`src/hw/rtl/cbbss_pkg.sv`:
```
// Shared types and constants for the circular bit buffer with sync search.
// No dependencies; used by circular_bit_buffer_sync_search_unit.
package cbbss_pkg;

  localparam int BufLenDefault     = 148;
  localparam int MaxPatternDefault = 64;

  // search start: max(0, (len_buf - SearchGuard - len) / 2 - SearchBack)
  localparam int SearchGuard = 8;
  localparam int SearchBack  = 3;

  localparam logic [1:0] ModePush   = 2'd0;
  localparam logic [1:0] ModeSearch = 2'd1;
  localparam logic [1:0] ModeRead   = 2'd2;

  localparam logic [1:0] KindPush   = 2'd0;
  localparam logic [1:0] KindSearch = 2'd1;
  localparam logic [1:0] KindRead   = 2'd2;

  localparam logic [1:0] RegSyncPattern   = 2'd0;
  localparam logic [1:0] RegPatternLength = 2'd1;
  localparam logic [1:0] RegBarrierPos    = 2'd2;
  localparam logic [1:0] RegNotifyEnable  = 2'd3;

  typedef enum logic [2:0] {
    StClear,
    StIdle,
    StSrchRd,
    StSrchChk,
    StSrchDone,
    StRdMod,
    StRdRd,
    StRdChk
  } state_e;

endpackage

```
`src/hw/rtl/circular_bit_buffer_sync_search_unit.sv`:
```
// Circular bit buffer with sync-word search and read-out.
// Depends on cbbss_pkg.
//
// Usage: requests enter on in_valid_i/in_stall_o, results leave on
// out_valid_o/out_stall_i; a request is taken when valid is high and stall
// low. Registers are written on cfg_valid_i/cfg_ready_o (always ready).
// A push stores one bit and gives one result in the output register in the
// next cycle; pushes are taken every cycle while the output register drains.
// A search streams the ring through a window register, one bit at a time
// from the bit memory, reading it in StSrchRd and shifting it in in StSrchChk.
// A read-out first brings the start offset into range by repeated
// add/subtract of BufLen, then streams BufLen bits, reading each in StRdRd
// and collecting it in StRdChk, giving ceil(BufLen/64) words.
// Search and read-out requests block the input until their last result
// is in the output register. After reset the bit memory is cleared
// address by address, during which no request is taken. A stalled output holds
// its result and the sequencer waits on it.
module circular_bit_buffer_sync_search_unit #(
  parameter int BufLen     = cbbss_pkg::BufLenDefault,
  parameter int MaxPattern = cbbss_pkg::MaxPatternDefault
) (
  input  logic               clk_i,
  input  logic               rst_ni,
  input  logic               in_valid_i,
  output logic               in_stall_o,
  input  logic [1:0]         mode_i,
  input  logic               bit_value_i,
  input  logic signed [11:0] start_offset_i,
  output logic               out_valid_o,
  input  logic               out_stall_i,
  output logic [1:0]         kind_o,
  output logic               barrier_hit_o,
  output logic               found_o,
  output logic [8:0]         match_offset_o,
  output logic [63:0]        data_word_o,
  output logic               last_o,
  input  logic               cfg_valid_i,
  output logic               cfg_ready_o,
  input  logic [1:0]         cfg_index_i,
  input  logic [63:0]        cfg_data_i
);

  localparam int AW  = $clog2(BufLen);
  localparam int OW  = AW + 1;
  localparam int PLW = $clog2(MaxPattern + 1);
  localparam int DW  = ((AW > PLW) ? AW : PLW) + 2;
  localparam int RW  = 13;
  localparam int CW  = (AW > 8) ? AW : 8;
  localparam logic [AW-1:0] LastPos = AW'(BufLen - 1);

  cbbss_pkg::state_e state_q, state_d;

  logic [63:0]           sync_pattern_q;
  logic [6:0]            pattern_length_q;
  logic [7:0]            barrier_position_q;
  logic                  notify_enable_q;

  logic                  mem_q [BufLen];
  logic                  rdata_q;
  logic                  mem_we, mem_wdata, mem_re;
  logic [AW-1:0]         mem_waddr;

  logic [AW-1:0]         wpos_q, wpos_d;
  logic [AW-1:0]         rpos_q, rpos_d;
  logic [OW-1:0]         off_q, off_d, end_q, end_d;
  logic [PLW-1:0]        len_q, len_d, fill_q, fill_d;
  logic [MaxPattern-1:0] win_q, win_d, pat_q, pat_d, mask_q, mask_d;
  logic signed [RW-1:0]  rmod_q, rmod_d;
  logic [63:0]           word_q, word_d;
  logic [5:0]            bidx_q, bidx_d;
  logic [AW-1:0]         total_q, total_d;

  logic                  out_valid_q, out_valid_d;
  logic [1:0]            kind_q, kind_d;
  logic                  barrier_hit_q, barrier_hit_d;
  logic                  found_q, found_d;
  logic [8:0]            match_offset_q, match_offset_d;
  logic [63:0]           data_word_q, data_word_d;
  logic                  last_q, last_d;

  logic                  out_free, in_take;
  logic [PLW-1:0]        len_eff, shamt, fill_nx;
  logic signed [DW-1:0]  diff_s;
  logic [DW-2:0]         half;
  logic [OW-1:0]         init_off;
  logic [AW-1:0]         wpos_nx, rpos_nx;
  logic [MaxPattern-1:0] win_nx;
  logic [63:0]           word_nx;
  logic                  win_match, word_emit;

  assign cfg_ready_o = 1'b1;
  assign out_free    = !out_valid_q || !out_stall_i;
  assign in_stall_o  = !((state_q == cbbss_pkg::StIdle) && out_free);
  assign in_take     = in_valid_i && !in_stall_o;

  assign out_valid_o    = out_valid_q;
  assign kind_o         = kind_q;
  assign barrier_hit_o  = barrier_hit_q;
  assign found_o        = found_q;
  assign match_offset_o = match_offset_q;
  assign data_word_o    = data_word_q;
  assign last_o         = last_q;

  // search setup from the registers
  always_comb begin
    len_eff  = (pattern_length_q > 7'(MaxPattern)) ? PLW'(MaxPattern) : PLW'(pattern_length_q);
    shamt    = PLW'(MaxPattern) - len_eff;
    diff_s   = $signed(DW'(BufLen - cbbss_pkg::SearchGuard)) -
               $signed({{(DW-PLW){1'b0}}, len_eff});
    half     = diff_s[DW-1:1];
    init_off = (diff_s >= $signed(DW'(2 * cbbss_pkg::SearchBack))) ?
               (OW'(half) - OW'(cbbss_pkg::SearchBack)) : '0;
  end

  assign wpos_nx = (wpos_q == LastPos) ? '0 : wpos_q + AW'(1);
  assign rpos_nx = (rpos_q == LastPos) ? '0 : rpos_q + AW'(1);
  assign win_nx  = (win_q >> 1) | (MaxPattern'(rdata_q) << (MaxPattern - 1));
  assign fill_nx = (fill_q == len_q) ? fill_q : fill_q + PLW'(1);
  assign win_match = (((win_nx ^ pat_q) & mask_q) == '0);
  assign word_nx   = word_q | (64'(rdata_q) << bidx_q);
  assign word_emit = (bidx_q == 6'd63) || (total_q == LastPos);

  always_comb begin
    state_d        = state_q;
    wpos_d         = wpos_q;
    rpos_d         = rpos_q;
    off_d          = off_q;
    end_d          = end_q;
    len_d          = len_q;
    fill_d         = fill_q;
    win_d          = win_q;
    pat_d          = pat_q;
    mask_d         = mask_q;
    rmod_d         = rmod_q;
    word_d         = word_q;
    bidx_d         = bidx_q;
    total_d        = total_q;
    out_valid_d    = out_valid_q && out_stall_i;
    kind_d         = kind_q;
    barrier_hit_d  = barrier_hit_q;
    found_d        = found_q;
    match_offset_d = match_offset_q;
    data_word_d    = data_word_q;
    last_d         = last_q;
    mem_we         = 1'b0;
    mem_waddr      = wpos_q;
    mem_wdata      = 1'b0;
    mem_re         = 1'b0;

    case (state_q)
      cbbss_pkg::StClear: begin
        mem_we    = 1'b1;
        mem_waddr = rpos_q;
        rpos_d    = rpos_nx;
        if (rpos_q == LastPos) begin
          state_d = cbbss_pkg::StIdle;
        end
      end
      cbbss_pkg::StIdle: begin
        if (in_take) begin
          case (mode_i)
            cbbss_pkg::ModePush: begin
              mem_we         = 1'b1;
              mem_wdata      = bit_value_i;
              wpos_d         = wpos_nx;
              out_valid_d    = 1'b1;
              kind_d         = cbbss_pkg::KindPush;
              barrier_hit_d  = notify_enable_q &&
                               (CW'(wpos_nx) == CW'(barrier_position_q));
              found_d        = 1'b0;
              match_offset_d = '0;
              data_word_d    = '0;
              last_d         = 1'b1;
            end
            cbbss_pkg::ModeSearch: begin
              len_d  = len_eff;
              fill_d = '0;
              pat_d  = sync_pattern_q[MaxPattern-1:0] << shamt;
              mask_d = {MaxPattern{1'b1}} << shamt;
              off_d  = init_off;
              end_d  = init_off + OW'(BufLen - 1);
              rpos_d = init_off[AW-1:0];
              if (len_eff == '0) begin
                found_d = 1'b1;
                state_d = cbbss_pkg::StSrchDone;
              end else begin
                found_d = 1'b0;
                state_d = cbbss_pkg::StSrchRd;
              end
            end
            cbbss_pkg::ModeRead: begin
              rmod_d  = RW'(start_offset_i);
              word_d  = '0;
              bidx_d  = '0;
              total_d = '0;
              state_d = cbbss_pkg::StRdMod;
            end
            default: begin
            end
          endcase
        end
      end
      cbbss_pkg::StSrchRd: begin
        mem_re  = 1'b1;
        rpos_d  = rpos_nx;
        state_d = cbbss_pkg::StSrchChk;
      end
      cbbss_pkg::StSrchChk: begin
        win_d   = win_nx;
        fill_d  = fill_nx;
        state_d = cbbss_pkg::StSrchRd;
        if (fill_nx == len_q) begin
          if (win_match) begin
            found_d = 1'b1;
            state_d = cbbss_pkg::StSrchDone;
          end else if (off_q == end_q) begin
            found_d = 1'b0;
            off_d   = '0;
            state_d = cbbss_pkg::StSrchDone;
          end else begin
            off_d = off_q + OW'(1);
          end
        end
      end
      cbbss_pkg::StSrchDone: begin
        if (out_free) begin
          out_valid_d    = 1'b1;
          kind_d         = cbbss_pkg::KindSearch;
          barrier_hit_d  = 1'b0;
          match_offset_d = 9'(off_q);
          data_word_d    = '0;
          last_d         = 1'b1;
          state_d        = cbbss_pkg::StIdle;
        end
      end
      cbbss_pkg::StRdMod: begin
        if (rmod_q < 0) begin
          rmod_d = rmod_q + RW'(BufLen);
        end else if (rmod_q >= $signed(RW'(BufLen))) begin
          rmod_d = rmod_q - RW'(BufLen);
        end else begin
          rpos_d  = rmod_q[AW-1:0];
          state_d = cbbss_pkg::StRdRd;
        end
      end
      cbbss_pkg::StRdRd: begin
        mem_re  = 1'b1;
        rpos_d  = rpos_nx;
        state_d = cbbss_pkg::StRdChk;
      end
      cbbss_pkg::StRdChk: begin
        if (!word_emit) begin
          word_d  = word_nx;
          bidx_d  = bidx_q + 6'd1;
          total_d = total_q + AW'(1);
          state_d = cbbss_pkg::StRdRd;
        end else if (out_free) begin
          out_valid_d    = 1'b1;
          kind_d         = cbbss_pkg::KindRead;
          barrier_hit_d  = 1'b0;
          found_d        = 1'b0;
          match_offset_d = '0;
          data_word_d    = word_nx;
          last_d         = (total_q == LastPos);
          word_d         = '0;
          bidx_d         = '0;
          total_d        = total_q + AW'(1);
          state_d        = (total_q == LastPos) ? cbbss_pkg::StIdle : cbbss_pkg::StRdRd;
        end
      end
      default: begin
        state_d = cbbss_pkg::StIdle;
      end
    endcase
  end

  always_ff @(posedge clk_i or negedge rst_ni) begin
    if (!rst_ni) begin
      state_q            <= cbbss_pkg::StClear;
      wpos_q             <= '0;
      rpos_q             <= '0;
      out_valid_q        <= 1'b0;
      sync_pattern_q     <= '0;
      pattern_length_q   <= 7'd1;
      barrier_position_q <= '0;
      notify_enable_q    <= 1'b0;
    end else begin
      state_q     <= state_d;
      wpos_q      <= wpos_d;
      rpos_q      <= rpos_d;
      out_valid_q <= out_valid_d;
      if (cfg_valid_i && cfg_ready_o) begin
        case (cfg_index_i)
          cbbss_pkg::RegSyncPattern:   sync_pattern_q     <= cfg_data_i;
          cbbss_pkg::RegPatternLength: pattern_length_q   <= cfg_data_i[6:0];
          cbbss_pkg::RegBarrierPos:    barrier_position_q <= cfg_data_i[7:0];
          cbbss_pkg::RegNotifyEnable:  notify_enable_q    <= cfg_data_i[0];
          default: begin
          end
        endcase
      end
    end
  end

  always_ff @(posedge clk_i) begin
    off_q          <= off_d;
    end_q          <= end_d;
    len_q          <= len_d;
    fill_q         <= fill_d;
    win_q          <= win_d;
    pat_q          <= pat_d;
    mask_q         <= mask_d;
    rmod_q         <= rmod_d;
    word_q         <= word_d;
    bidx_q         <= bidx_d;
    total_q        <= total_d;
    kind_q         <= kind_d;
    barrier_hit_q  <= barrier_hit_d;
    found_q        <= found_d;
    match_offset_q <= match_offset_d;
    data_word_q    <= data_word_d;
    last_q         <= last_d;
  end

  // bit memory: one write and one registered read port
  always_ff @(posedge clk_i) begin
    if (mem_we) begin
      mem_q[mem_waddr] <= mem_wdata;
    end
    if (mem_re) begin
      rdata_q <= mem_q[rpos_q];
    end
  end

endmodule
```
`config.mk`:
```
export PLATFORM = sky130hd
export DESIGN_NAME = circular_bit_buffer_sync_search_unit
export DESIGN_NICKNAME = d
export VERILOG_FILES = /design/src/hw/rtl/cbbss_pkg.sv /design/src/hw/rtl/circular_bit_buffer_sync_search_unit.sv
export SDC_FILE = /design/constraint.sdc
export NUM_CORES = 1
export LEC_CHECK = 0
export ABC_CLOCK_PERIOD_IN_PS = 6400
export BUFFER_PORTS_ARGS = -buffer_cell sky130_fd_sc_hd__clkbuf_2
export CORE_MARGIN = 3
export CORE_UTILIZATION = 50
export DETAILED_ROUTE_END_ITERATION = 8
export HOLD_SLACK_MARGIN = 0.15
export PLACE_DENSITY = 0.79
export SLEW_MARGIN = 20
export SYNTH_ARGS = -nofsm -noshare
export SYNTH_HDL_FRONTEND = slang
export SYNTH_SLANG_ARGS = --single-unit
```
`constraint.sdc`:
```
create_clock -name clk_i -period 6.4 [get_ports clk_i]
set_input_delay 0.64 -clock clk_i [delete_from_list [all_inputs] [get_ports clk_i]]
set_output_delay 0.64 -clock clk_i [all_outputs]
set_load 0.05 [all_outputs]
```
== Word level (Yosys, flattened, before mapping) ==
Memories as Yosys holds them, arrays and structs flattened. A register that Yosys moved wholly into a read port is not among the register bits.
Cells that the tools add are included.

* $add $sub $neg: 12
* Magnitude comparators: 4
* Equality and inequality tests: 37
* Shifts and indexed selects: 3
* Muxes and demuxes: 105
* Bitwise gates (word level): 4
* Reductions and logical operators: 37

{| class="wikitable"
|+ Operator list
! kind !! count
|-
| 64-bit two-way mux || 8
|-
| 64-bit one-hot mux with 3 select lines || 1
|-
| 64-bit one-hot mux with 2 select lines || 1
|-
| 9-bit two-way mux || 11
|-
| 8-bit two-way mux || 11
|-
| 64-bit AND || 1
|-
| 64-bit logical NOT || 1
|-
| 63-bit by 64-bit OR with 64-bit output || 1
|-
| 64-bit OR || 1
|-
| 1-bit by 6-bit left shift with 64-bit output || 1
|-
| 64-bit by 7-bit left shift with 64-bit output || 1
|-
| 64-bit by 7-bit left shift with 64-bit output (first input constant) || 1
|-
| 64-bit bitwise XOR || 1
|-
| 13-bit two-way mux || 4
|-
| 3-bit two-way mux || 12
|-
| 1-bit two-way mux || 28
|-
| 7-bit two-way mux || 4
|-
| 9-bit one-hot mux with 3 select lines || 1
|-
| 13-bit one-hot mux with 2 select lines || 1
|-
| 8-bit by 1-bit adder with 8-bit output (second input constant) || 3
|-
| 8-bit equality test (second input constant) || 3
|-
| 6-bit two-way mux || 4
|-
| 3-bit one-hot mux with 8 select lines || 1
|-
| 8-bit one-hot mux with 3 select lines || 1
|-
| other kinds (51) || 100
|}

* Bits in registers: 493
* RAM bits: 148
* Bits of input ports: 86
* Output and inout bits: 81
* Word-level logic and storage cells: 228
* Memories: 1

{| class="wikitable"
|+ Memories
! memory !! depth !! width !! rd ports !! clocked after memory_dff !! write ports !! RTL line !! source
|-
| mem_q || 148 || 1 || 1 || 1 || 1 || circular_bit_buffer_sync_search_unit.sv:58 || <nowiki>logic mem_q [BufLen];</nowiki>
|}

== Longest topological paths before layout ==
* Depth after elaboration: 8
* Gate-level depth with buffers: 16
* Mapped depth without buffers: 12

== Worst setup path after synthesis ==
No wires, ideal clock.

* Kind: register -> register
* Start: register state_q[1]
* End: register off_q[0], enable pin
* Setup time: 376 ps
* Arrival: 4802 ps
* Data required time: 6024 ps
* Path slack: 1223 ps
* Cell stages (with the launch flop): 8
* Buffers on the path: 1
* Clock period less this slack: 5177 ps
* Cell sequence: dfrtp_1 -> clkbuf_1 -> nor3b_1 -> nand3_1 -> or2_2 -> inv_1 -> a21oi_1 -> nor2b_1

* Word-level cells in the longest chain between the ends: 5
* Elaborated cells between the ends (all ways): 10
* Classes of those cells: eq/ne: 6; reduce/logical: 4

{| class="wikitable"
|+ Ends and longest elaborated chain
! element !! RTL line !! source
|-
| start: declaration || circular_bit_buffer_sync_search_unit.sv:51 || <nowiki>cbbss_pkg::state_e state_q, state_d;</nowiki>
|-
| start signal: assignment || circular_bit_buffer_sync_search_unit.sv:279 || <nowiki>state_q <= cbbss_pkg::StClear;</nowiki>
|-
| start signal: assignment || circular_bit_buffer_sync_search_unit.sv:288 || <nowiki>state_q <= state_d;</nowiki>
|-
| 3-bit by 1-bit equality test with 1-bit output || circular_bit_buffer_sync_search_unit.sv:93, circular_bit_buffer_sync_search_unit.sv:150 ||
|-
| 1-bit logical AND || circular_bit_buffer_sync_search_unit.sv:93 || <nowiki>assign in_stall_o = !((state_q == cbbss_pkg::StIdle) && out_free);</nowiki>
|-
| 1-bit logical AND || circular_bit_buffer_sync_search_unit.sv:94 || <nowiki>assign in_take = in_valid_i && !in_stall_o;</nowiki>
|-
| 2-bit != test (no line) || n/a ||
|-
| 5-bit AND reduction (no line) * || n/a ||
|-
| end signal: assignment || circular_bit_buffer_sync_search_unit.sv:306 || <nowiki>off_q <= off_d;</nowiki>
|-
| end: declaration || circular_bit_buffer_sync_search_unit.sv:65 || <nowiki>logic [OW-1:0] off_q, off_d, end_q, end_d;</nowiki>
|}

Mark *: on every way between the ends. The rest lies on a longest branch, timed or not.
A chain may end at the register's enable or synchronous reset.

== Final worst setup path ==
* Start: register pattern_length_q[6]
* End: register pat_q[38], data pin

* Word-level cells in the longest chain between the ends: 4

{| class="wikitable"
|+ Ends and longest elaborated chain
! element !! RTL line !! source
|-
| start: declaration || circular_bit_buffer_sync_search_unit.sv:54 || <nowiki>logic [6:0] pattern_length_q;</nowiki>
|-
| start signal: assignment || circular_bit_buffer_sync_search_unit.sv:295 || <nowiki>cbbss_pkg::RegPatternLength: pattern_length_q <= cfg_data_i[6:0];</nowiki>
|-
| 7-bit greater-than comparator || circular_bit_buffer_sync_search_unit.sv:106 || <nowiki>len_eff = (pattern_length_q > 7'(MaxPattern)) ? PLW'(MaxPattern) : PLW'(pattern_length_q);</nowiki>
|-
| 7-bit two-way mux * || circular_bit_buffer_sync_search_unit.sv:106 ||
|-
| 7-bit subtractor * || circular_bit_buffer_sync_search_unit.sv:107 || <nowiki>shamt = PLW'(MaxPattern) - len_eff;</nowiki>
|-
| 64-bit by 7-bit left shift with 64-bit output * || circular_bit_buffer_sync_search_unit.sv:178 || <nowiki>pat_d = sync_pattern_q[MaxPattern-1:0] << shamt;</nowiki>
|-
| end signal: assignment || circular_bit_buffer_sync_search_unit.sv:311 || <nowiki>pat_q <= pat_d;</nowiki>
|-
| end: declaration || circular_bit_buffer_sync_search_unit.sv:67 || <nowiki>logic [MaxPattern-1:0] win_q, win_d, pat_q, pat_d, mask_q, mask_d;</nowiki>
|}

Marked as above.

==> impl_metrics.py <==
metrics = {
    "run_status": {
        "outcome": "completed",
    },
    "floorplan": {
        "coreArea_um2": 61900,
        "dieArea_um2": 65900,
        "fp.dieW_um": 257,
        "io_pins": 167,
        "start_util": 0.507,
        "fp-row-count": 91,
        "die_h_um": 257,
    },
    "clocking": {
        "clk_pin_slew_ns": 0.06,
        "ctsResizeCount": 0,
        "clock_latency_ns": 0.61,
        "clockRootBuffer": "clkbuf_16",
        "numCtsBuffers": 69,
        "htreeDepth": 3,
        "cts_tree": "done",
        "cts_sinks": 641,
        "cts_max_path_buffers": 3,
    },
    "grt": {
        "antenna_found_initial": 3,
        "busiest_layer": "met2",
        "grt_use_met2": 0.394,
        "grt_max_degree": 149,
        "grt_pass1_wl_um": 130000,
        "grt_usage": 0.254,
        "grt_pass1_vias": 21522,
        "grt.overflow.total": 0,
        "met3_usage": 0.0719,
        "met1_usage": 0.347,
    },
    "hold_path": {
        "hold_path_end": "sync_pattern_q[36]",
        "whs_path_depth": 2,
        "hp-start": "cfg_data_i[36]",
        "hp-class": "input pin to register",
    },
    "logic_synthesis": {
        "syn_avg_cell_area_um2": 12.2,
        "synth_flop_cell": "edfxtp_1",
        "synth_top_cell_area_share": 0.517,
        "synth.distinct_cells": 79,
        "ys_top_cells_by_area": "edfxtp_1 52%, dfrtp_1 7.9%, mux4_2 4.9%, nor2_1 4.6%, mux2i_1 4.5%",
        "syn-num-nets": 2672,
        "async_flop_share": 0.156,
        "netlist_instances": 2571,
        "synth_edf_count": 541,
        "ys_seq_area_frac": 0.597,
        "synth_top_area_cell": "edfxtp_1",
        "ys_ff_latch": 641,
        "ys_warn_count": 0,
        "syn_area_um2": 31400,
    },
    "pwr": {
        "p_per_area_nw_per_um2": 446,
        "swShare": 0.397,
        "p_int_mw": 9.44,
        "switchingPower_mw": 6.21,
        "clkPwrFrac": 0.244,
        "leakage_nw": 12.9,
        "finalPower_mw": 15.7,
        "max-vdd-ir-drop_uv": 315,
        "power_frac_comb": 0.358,
        "pwr-share-seq": 0.398,
    },
    "timing": {
        "rsz0062_at_grt": "no",
        "period_minus_slack_ns": 4.32,
        "clock_skew_ns": 0.0214,
        "setup_violations": 0,
        "slew_violations": 0,
        "tightest_slew_ns": 1.17,
        "slew_headroom": 0.220,
        "fmax_ghz": 0.232,
        "hold_viol": 0,
        "tns_ns": 0,
        "fin_crit_sh": 0.675,
        "fin_hold_ws_ns": 0.273,
    },
    "placement": {
        "place_hpwl_um": 59000,
        "place_area_um2": 32900,
        "place_congestion": 0.967,
        "portBuffers": 165,
    },
    "cells_and_area": {
        "area_delta_synth_final_pct": 11.7,
        "drive_gt1_frac": 0.177,
        "fillers": 5018,
        "fin_nets": 2784,
        "final_cell_mix": "541 x edfxtp_1, 386 x nor2_1, 210 x nand2_1",
        "stdcell_area_um2": 35100,
        "final_common_cell": "edfxtp_1",
    },
    "routing": {
        "routed_wl_um": 85200,
        "dr.pass1.iters": 7,
        "drc": 0,
        "antenna_left": 0,
        "dr.first_iter.drc_count": 2700,
        "wire_per_inst_um": 23.8,
        "vias_per_cell": 6.21,
        "via_count": 22186,
    },
    "setup_path": {
        "crit-reg2reg-launch": "pattern_length_q[6]",
        "rr_worst_depth": 13,
        "end_kind": "register",
        "worstPathMaxFanout": 27,
        "r2r_end": "pat_q[38]",
        "startpoint_type": "register",
        "r2r_slack_ns": 2.08,
        "crit_type": "register to register",
        "arrival_ns": 4.67,
        "cp.required_ns": 6.75,
    },
    "job": {
        "drv_cap": 0,
    },
}
## Yosys cell counts, types with 11 or more instances
master,count
nand2b_1,15
mux2i_1,142
nor4_1,13
buf_1,14
a22oi_1,52
o21ai_0,78
mux2_2,88
o31ai_1,17
inv_1,29
xor2_1,95
nor3_1,99
dfrtp_1,99
buf_2,35
mux4_2,69
a211oi_1,15
ha_1,15
nor2b_1,12
a21oi_1,130
a31oi_1,13
a32oi_1,11
or3_1,12
xnor2_1,47
nand4_1,17
clkbuf_1,95
o22ai_1,18
nand2_1,212
nor2_1,388
and3_1,30
edfxtp_1,541
nand3_1,35
and2_1,14
## layer usage
metal  wire length (µm)  up-vias
met1              33600    10880
met5                  0        -
met4               2960        0
met3               9630      224
li1                   -     9788
met2              39000     1294
## state kept, by name, summed over array words and instances (netlist names), 2 cells and up
signal,flops
state_q,3
sync_pattern_q,64
rpos_q,8
bidx_q,6
pat_q,64
mem_q,148
kind_o,2
wpos_q,8
fill_q,7
word_q,64
rmod_q,13
off_q,9
len_q,7
end_q,9
total_q,8
data_word_o,64
pattern_length_q,7
barrier_position_q,8
win_q,63
match_offset_o,9
mask_q,64
## logic make-up (layout without fill, tap and decap cells)
logic type      Yosys count  in the layout  share of synthesized area
compound gates          405            405                     0.0810
xor+xnor                142            142                     0.0396
fa+ha+maj                15             15                    0.00597
buf+inv                 189            351                     0.0266
flops                   641            641                      0.597
mux                     299            299                      0.126
other cells               1              4                   0.000119
simple gates            879            879                      0.124
## power groups by stage
stage / logic, mW / clock network (mW) / registers, mW
after global routing: 5.99 / 4.04 / 6.31
after CTS: 5.52 / 3.87 / 6.22
after global placement: 5.40 / 0 / 6.26
after floorplan: 3.36 / 0 / 6.84
final: 5.61 / 3.82 / 6.22
after detailed placement: 5.49 / 0 / 6.29
## worst max-delay path: stages (launching register included)
cell and delay [ns]:
dfrtp_1 0.62, nand2b_1 0.17, buf_4 0.30, ha_2 0.31, inv_1 0.09, ha_1 0.31, inv_2 0.47, buf_4 0.46
mux4_2 0.39, mux2i_1 0.31, mux2_2 0.24, o22ai_1 0.08, a32oi_1 0.23, nor2_1 0.06
## per-stage QoR
| step | instances | utilization | worst slack (ns) |
|---|---|---|---|
| CTS | 3569 | 0.566 | 2.18 |
| floorplan | 2571 | - | 1.22 |
| finish | 3573 | 0.566 | 2.08 |
| detailed placement | 3447 | 0.531 | 2.20 |
| global route | 3571 | 0.566 | 1.85 |
| global placement | 3447 | 0.531 | 2.34 |
## worst max-delay path by stage
stage / startpoint / end / slack [ns]
after floorplan: state_q[1] / off_q[0] / 1.22
after global placement: pattern_length_q[6] / pat_q[59] / 2.34
after detailed placement: pattern_length_q[6] / pat_q[38] / 2.20
after CTS: pattern_length_q[6] / pat_q[38] / 2.18
after global routing: pattern_length_q[6] / pat_q[46] / 1.85
final: pattern_length_q[6] / pat_q[38] / 2.08
## timing repair
item	4_1_cts	5_1_grt
buffers inserted	0	0
hold buffers	1	0
endpoints found under the hold margin	31	0
## final cells by class
| cell class | count | area (µm²) | share of cell area |
|---|---|---|---|
| Timing Repair Buffer | 196 | 1080 | 0.0309 |
| Sequential cell | 641 | 18800 | 0.535 |
| Clock buffer | 86 | 1880 | 0.0537 |
| Clock inverter | 35 | 272 | 0.00774 |
| Antenna cell | 3 | 7.51 | 0.000214 |
| Tap cell | 837 | 1050 | 0.0299 |
| Multi-Input combinational cell | 1741 | 11900 | 0.339 |
| Inverter | 34 | 138 | 0.00392 |
Power figures use the tool's default switching activity.
